$ cat src/hdl/gtr_pkg.sv
// ----------------------------------------------------------------------------
// gtr_pkg
// Shared types, constants and helpers for the gray-to-rainbow colormap.
// ----------------------------------------------------------------------------
package gtr_pkg;

    localparam logic [1:0] MODE_CLEAR  = 2'd0;
    localparam logic [1:0] MODE_GATHER = 2'd1;
    localparam logic [1:0] MODE_MAP    = 2'd2;

    localparam int unsigned DIV_STEPS = 8;
    localparam int unsigned CNT_W     = $clog2(DIV_STEPS);

    localparam logic [7:0] BAND_1 = 8'd51;
    localparam logic [7:0] BAND_2 = 8'd102;
    localparam logic [7:0] BAND_3 = 8'd153;
    localparam logic [7:0] BAND_4 = 8'd204;
    localparam logic [7:0] FULL   = 8'd255;
    localparam logic [7:0] HALF_LO = 8'd127;

    // floor(x / 102) for x below 16384, by reciprocal multiply
    localparam logic [14:0] RECIP_102 = 15'd20561;
    localparam int unsigned RECIP_SH  = 21;

    typedef struct packed {
        logic accept;
        logic step;
        logic emit;
    } t_cmd;

    typedef struct packed {
        logic is_map;
        logic div_last;
        logic out_free;
    } t_sts;

    typedef enum logic [2:0] {
        S_IDLE = 3'b001,
        S_DIV  = 3'b010,
        S_LOAD = 3'b100
    } t_state;

    function automatic logic [7:0] f_div102(input logic [13:0] x);
        logic [28:0] prod;
        prod = 29'(x) * 29'(RECIP_102);
        return prod[RECIP_SH +: 8];
    endfunction

endpackage

$ cat src/hdl/gtr_ctrl.sv
// ----------------------------------------------------------------------------
// gtr_ctrl
// Sequencer: accepts items, runs the divider steps, hands off the result.
// ----------------------------------------------------------------------------
module gtr_ctrl import gtr_pkg::*; (
    input  logic i_clk,
    input  logic i_rst_n,
    input  logic i_valid,
    output logic o_ready,
    input  t_sts i_sts,
    output t_cmd o_cmd
);

    t_state r_state;
    t_state n_state;

    always_ff @(posedge i_clk) begin
        if (!i_rst_n) begin
            r_state <= S_IDLE;
        end else begin
            r_state <= n_state;
        end
    end

    always_comb begin
        n_state      = r_state;
        o_ready      = 1'b0;
        o_cmd.accept = 1'b0;
        o_cmd.step   = 1'b0;
        o_cmd.emit   = 1'b0;
        case (r_state)
            S_IDLE: begin
                o_ready      = 1'b1;
                o_cmd.accept = i_valid;
                if (i_valid && i_sts.is_map) begin
                    n_state = S_DIV;
                end
            end
            S_DIV: begin
                o_cmd.step = 1'b1;
                if (i_sts.div_last) begin
                    n_state = S_LOAD;
                end
            end
            S_LOAD: begin
                if (i_sts.out_free) begin
                    o_cmd.emit = 1'b1;
                    n_state    = S_IDLE;
                end
            end
            default: begin
                n_state = S_IDLE;
            end
        endcase
    end

endmodule

$ cat src/hdl/gtr_dp.sv
// ----------------------------------------------------------------------------
// gtr_dp
// Datapath: min/max statistics, restoring divider, color bands, output stage.
// ----------------------------------------------------------------------------
module gtr_dp import gtr_pkg::*; (
    input  logic       i_clk,
    input  logic       i_rst_n,
    input  logic [1:0] i_mode,
    input  logic [7:0] i_gray,
    input  t_cmd       i_cmd,
    output t_sts       o_sts,
    output logic       o_valid,
    input  logic       i_ready,
    output logic [7:0] o_blue,
    output logic [7:0] o_green,
    output logic [7:0] o_red
);

    logic [7:0]       r_low;
    logic [7:0]       r_high;
    logic [7:0]       r_rem;
    logic [7:0]       r_shift;
    logic [7:0]       r_div;
    logic [CNT_W-1:0] r_cnt;
    logic             r_out_valid;
    logic [7:0]       r_blue;
    logic [7:0]       r_green;
    logic [7:0]       r_red;

    logic             in_range;
    logic [7:0]       off;
    logic [7:0]       span;
    logic [15:0]      num;
    logic [8:0]       trial;
    logic             qbit;
    logic [7:0]       level;
    logic [7:0]       d;
    logic [7:0]       c_blue;
    logic [7:0]       c_green;
    logic [7:0]       c_red;

    assign o_sts.is_map   = (i_mode == MODE_MAP);
    assign o_sts.div_last = (r_cnt == CNT_W'(DIV_STEPS - 1));
    assign o_sts.out_free = !r_out_valid || i_ready;

    always_comb begin
        in_range = (r_high > r_low) && (i_gray >= r_low) && (i_gray <= r_high);
        off      = in_range ? (i_gray - r_low) : 8'd0;
        span     = in_range ? (r_high - r_low) : 8'd1;
        num      = {off, 8'd0} - {8'd0, off};
        trial    = {r_rem, r_shift[7]};
        qbit     = (trial >= {1'b0, r_div});
    end

    always_ff @(posedge i_clk) begin
        if (!i_rst_n) begin
            r_low  <= FULL;
            r_high <= 8'd0;
        end else if (i_cmd.accept) begin
            case (i_mode)
                MODE_CLEAR: begin
                    r_low  <= FULL;
                    r_high <= 8'd0;
                end
                MODE_GATHER: begin
                    if (i_gray < r_low) begin
                        r_low <= i_gray;
                    end
                    if (i_gray > r_high) begin
                        r_high <= i_gray;
                    end
                end
                default: begin
                end
            endcase
        end
    end

    always_ff @(posedge i_clk) begin
        if (!i_rst_n) begin
            r_cnt <= '0;
        end else if (i_cmd.accept) begin
            r_cnt <= '0;
        end else if (i_cmd.step) begin
            r_cnt <= r_cnt + CNT_W'(1);
        end
    end

    always_ff @(posedge i_clk) begin
        if (i_cmd.accept) begin
            r_rem   <= num[15:8];
            r_shift <= num[7:0];
            r_div   <= span;
        end else if (i_cmd.step) begin
            r_rem   <= qbit ? 8'(trial - {1'b0, r_div}) : trial[7:0];
            r_shift <= {r_shift[6:0], qbit};
        end
    end

    always_comb begin
        level   = FULL - r_shift;
        d       = 8'd0;
        c_blue  = 8'd0;
        c_green = FULL;
        c_red   = 8'd0;
        if (level <= BAND_1) begin
            c_blue  = FULL;
            c_green = 8'(level * 8'd5);
        end else if (level <= BAND_2) begin
            d      = level - BAND_1;
            c_blue = FULL - 8'(d * 8'd5);
        end else if (level <= BAND_3) begin
            d     = level - BAND_2;
            c_red = 8'(d * 8'd5);
        end else if (level <= BAND_4) begin
            d       = level - BAND_3;
            c_red   = FULL;
            c_green = FULL - f_div102(14'({d, 8'd0}) + 14'd51);
        end else begin
            d       = level - BAND_4;
            c_red   = FULL;
            c_green = HALF_LO - f_div102(14'(d) * 14'd254 + 14'd51);
        end
    end

    always_ff @(posedge i_clk) begin
        if (!i_rst_n) begin
            r_out_valid <= 1'b0;
        end else if (i_cmd.emit) begin
            r_out_valid <= 1'b1;
        end else if (i_ready) begin
            r_out_valid <= 1'b0;
        end
    end

    always_ff @(posedge i_clk) begin
        if (i_cmd.emit) begin
            r_blue  <= c_blue;
            r_green <= c_green;
            r_red   <= c_red;
        end
    end

    assign o_valid = r_out_valid;
    assign o_blue  = r_blue;
    assign o_green = r_green;
    assign o_red   = r_red;

endmodule

$ cat src/hdl/gray_to_rainbow_colormap.sv
// ----------------------------------------------------------------------------
// gray_to_rainbow_colormap
// Stretches gray pixels by the gathered min/max and maps them to rainbow BGR.
// ----------------------------------------------------------------------------
// Clear and gather items give no result and can be accepted back to back.
// A map item runs 8 steps of the restoring divider, then the color is formed
// and loaded into the output stage, waiting there until that stage is free.
// The next item can be taken in the cycle after the load, not before.
// One item is in work at a time; the output stage holds a result while the
// next item is accepted. Synchronous active-low reset sets min to 255, max 0.
module gray_to_rainbow_colormap import gtr_pkg::*; (
    input  logic       i_clk,
    input  logic       i_rst_n,
    input  logic       i_valid,
    output logic       o_ready,
    input  logic [1:0] i_mode,
    input  logic [7:0] i_gray,
    output logic       o_valid,
    input  logic       i_ready,
    output logic [7:0] o_blue,
    output logic [7:0] o_green,
    output logic [7:0] o_red
);

    t_cmd cmd;
    t_sts sts;

    gtr_ctrl u_ctrl (
        .i_clk   (i_clk),
        .i_rst_n (i_rst_n),
        .i_valid (i_valid),
        .o_ready (o_ready),
        .i_sts   (sts),
        .o_cmd   (cmd)
    );

    gtr_dp u_dp (
        .i_clk   (i_clk),
        .i_rst_n (i_rst_n),
        .i_mode  (i_mode),
        .i_gray  (i_gray),
        .i_cmd   (cmd),
        .o_sts   (sts),
        .o_valid (o_valid),
        .i_ready (i_ready),
        .o_blue  (o_blue),
        .o_green (o_green),
        .o_red   (o_red)
    );

endmodule

$ cat config.mk
export PLATFORM = sky130hd
export DESIGN_NAME = gray_to_rainbow_colormap
export DESIGN_NICKNAME = d
export VERILOG_FILES = /design/src/hdl/gtr_pkg.sv /design/src/hdl/gtr_ctrl.sv /design/src/hdl/gtr_dp.sv /design/src/hdl/gray_to_rainbow_colormap.sv
export SDC_FILE = /design/constraint.sdc
export NUM_CORES = 1
export LEC_CHECK = 0
export BUFFER_PORTS_ARGS = -buffer_cell sky130_fd_sc_hd__buf_2
export CAP_MARGIN = 0
export CORE_UTILIZATION = 23
export DETAILED_ROUTE_END_ITERATION = 6
export GPL_TIMING_DRIVEN = 1
export SLEW_MARGIN = 20
export SYNTH_ARGS = -nofsm -noshare
export SYNTH_HDL_FRONTEND = slang
export SYNTH_SLANG_ARGS = --single-unit
$ cat constraint.sdc
create_clock -name i_clk -period 20 [get_ports i_clk]
set_clock_uncertainty 0.15 [all_clocks]
set_input_delay 4 -clock i_clk [delete_from_list [all_inputs] [get_ports i_clk]]
set_output_delay 4 -clock i_clk [all_outputs]
set_load 0.01 [all_outputs]
==> out/results.txt <==
For the clock network latency to the later pin of the worst-skew pair, the log shows 350 ps. The initial utilization of the core area, before any placement, comes to 23.5%. For this run, the leading register cell type out of synthesis is sky130_fd_sc_hd__edfxtp_1. Warning count from the yosys run: 0. Across the run, the number of max-cap violations was 0. Entering global routing, the biggest net connects 28 pins.

The tools report the data arrival time at the worst-slack endpoint as 10500 ps. The H-tree depth was 3; the residual overflow from global routing was 0. The flow ran to the end, and the final reports show no timing, DRC or antenna violations.

The number of nets handed over by synthesis was 1455. The detailed router used layers up to and including met4. Synthesis inferred 71 register bits. The delay of the slowest cell on the worst path was 620 ps; the via count of the first global-routing pass was 7974. The cell type group with the largest total delay on the critical path was adder cells. After synthesis, the most frequently instantiated cells are sky130_fd_sc_hd__ha_1, sky130_fd_sc_hd__inv_1, sky130_fd_sc_hd__xnor2_1, sky130_fd_sc_hd__nand2_1, sky130_fd_sc_hd__nor2_1. TritonCTS built the clock tree. The number of I/O port buffers works out to 39.

The worst setup path is captured at a flop. The number of hold-repair buffers added at the cts stage was 0. The ratio of cells with drive above 1 in the final layout came out at 7.19%. In this run the worst path has a maximum fanout of 12.

In this run, the number of DRC markers left after iteration 0 of detailed routing was 424. Post-detailed-route count of antenna-violating nets: 0. After layout, the worst path uses 52.3% of the clock period. The quantity of gates resized following cts came out at 0.

Using the TritonRoute via totals, the vias-per-cell ratio works out to 4.45. After detailed routing, the met2 layer carries 10.8 mm of wire. The number of antenna violations at the first check in global routing was 0; the sum of negative setup slack was 0 ps. Summed over all layers, the routed wires come to 23.8 mm.

The top cell type's share of synthesized area was 30.5%; the number of buffers inserted by post-CTS setup repair was 0. For the pin with the worst max-slew slack, the measured transition is 967 ps. In the final routed layout, each cell accounts on average for 13.4 um.

The tools report the global-route wire length before repair as 39.6 mm. The tools report the count of pins over their slew limit as 0. The largest area contributor in the synthesized netlist is sky130_fd_sc_hd__ha_1.

The routed length on met1 is 11.7 mm, and the number of antenna repair diodes is 0. The share of synthesized registers carrying an async set or reset works out to 0%. The first TritonRoute pass finished after 5 iterations. After synthesis, the netlist uses 77 different library cells. After legalization and detailed placement, the total HPWL measured 19.7 mm.

The final core utilization was 26.2%; the height of the die was 215 um. The most common cell in the synthesized netlist is sky130_fd_sc_hd__ha_1. Slowest cell on the critical path: sky130_fd_sc_hd__edfxtp_1. The longest clock path from root to sink contains 2 buffers.

Global routing used 10.4% of the available tracks. Clock-pin slew was measured on the worst setup and hold paths at 70 ps. The combined area of all synthesized cells was 10500 um2. For the max-slew headroom at the worst pin, the log shows 35.4%. Counting every sink on the clock net gives 71.

The cell row count came out at 77. In the routed design, unresolved DRC markers number 0. The final layout contains 1486 nets. Detailed routing placed a total of 857 um of wire on met3.

In this run the count of I/O pins placed on the die edge is 40. The worst setup path is launched from a flop. The number of instances in the synthesized netlist came out at 1146.

The class of the most critical hold timing path is flop to flop. In this run the clock root is driven by a sky130_fd_sc_hd__clkbuf_16. Derived from the worst setup path, the maximum achievable clock frequency is 95.5 MHz.

By startpoint and endpoint, the worst setup path is classified as flop to flop. The number of buffers and inverters on the critical path is 5. The total area inside the core boundary comes to 44500 um2. The routed layout has 7896 vias. Setup violations remaining at the end of the flow were counted as 0. Compared with the post-synthesis result, the final layout area differs by 11.6%.

The final critical-path required period is 10470 ps, and the total die area is 46300 um2. Routability-driven placement finished with a final weighted congestion of 0.853. In this run, synthesis inferred 48 flip-flops with an integrated enable.

From left edge to right edge, the die measures 215 um. TritonCTS created 9 clock buffers. Averaged over all synthesized cells, the footprint is 9.12 um2. At the worst endpoint, the required time is 20030 ps.

Setup repair after global routing left no endpoint under its margin. Sequential elements use 18.2% of the synthesized area. The tools report the final number of hold-violating endpoints as 0.

Yosys attributes the largest share of cell area to sky130_fd_sc_hd__ha_1, sky130_fd_sc_hd__edfxtp_1, sky130_fd_sc_hd__fa_1.
==> worst min-delay path, stage by stage (launching register included) <==
cell and delay [ps]:
sky130_fd_sc_hd__dfxtp_1 320, sky130_fd_sc_hd__o21ai_0 80, sky130_fd_sc_hd__nand2_1 60
==> final timing paths <==
kind | cells after the start | slack [ps] | startpoint | to
min reg2reg | 2 | 350 | u_dp.r_low[4] | u_dp.r_low[4]
max | 34 | 9530 | u_dp.r_shift[2] | u_dp.o_green[6]
min | 2 | 350 | u_dp.r_low[4] | u_dp.r_low[4]
max reg2reg | 34 | 9530 | u_dp.r_shift[2] | u_dp.o_green[6]
==> routing by layer <==
metal	up-vias	GRT usage [%]
met3	25	2.01
met2	104	17.3
li1	4067	-
met4	0	2.41
met1	3700	13.9
met5	-	0
==> flip-flops by register name, summed over array words and instances (netlist names) <==
name	count
u_dp.o_blue	8
u_dp.o_green	8
u_dp.o_red	8
u_dp.r_div	8
u_dp.r_high	8
u_dp.r_low	8
u_dp.r_rem	8
u_dp.r_shift	8
u_ctrl.r_state	3
u_dp.r_cnt	3
u_dp.o_valid	1
==> layout make-up <==
| cell class | instances | area [um2] |
|---|---|---|
| clock buffer | 13 | 305 |
| clock inverter | 3 | 26.3 |
| fill | 4764 | 32800 |
| inverter | 176 | 661 |
| multi-input combinational | 876 | 7800 |
| sequential | 71 | 1900 |
| tap | 592 | 741 |
| timing repair buffer | 43 | 225 |
==> layout by cell type (no fill, tap or decap), drive strengths merged, types with 5 or more instances in the layout <==
| master | n |
|---|---|
| a211oi | 13 |
| or2 | 5 |
| o21bai | 5 |
| nand4 | 10 |
| nand3b | 12 |
| o21ai | 50 |
| nor3 | 16 |
| o22ai | 6 |
| a21o | 26 |
| nor2 | 63 |
| nand3 | 13 |
| buf | 43 |
| o21a | 14 |
| xnor2 | 70 |
| a31oi | 11 |
| o2111ai | 7 |
| nand2b | 10 |
| inv | 175 |
| a21oi | 50 |
| mux2i | 11 |
| a21boi | 13 |
| ha | 255 |
| or3 | 5 |
| fa | 40 |
| dfxtp | 23 |
| nor2b | 22 |
| nand2 | 63 |
| xor2 | 24 |
| clkbuf | 13 |
| edfxtp | 48 |
==> cell families after synthesis <==
family,Yosys count,share of synthesized area (%)
mux,13,1.27
simple gates,242,11.8
fa+ha+maj,295,38.2
compound gates,232,15.4
xor+xnor,94,7.95
buf+inv,199,7.18
flops,71,18.2
==> stage by stage <==
step                hold slack, ps  setup slack, ps  instance area, um2  instances
global placement               325             9800               11300       1758
CTS                            346             9470               11700       1774
global route                   375             8690               11700       1774
finish                         347             9530               11700       1774
floorplan                      307            10270               10500       1146
detailed placement             325             9540               11300       1758
Power is left out: the tool's default activity adds up to more than one toggle a clock period on the data nets, which glitch-free logic cannot reach.
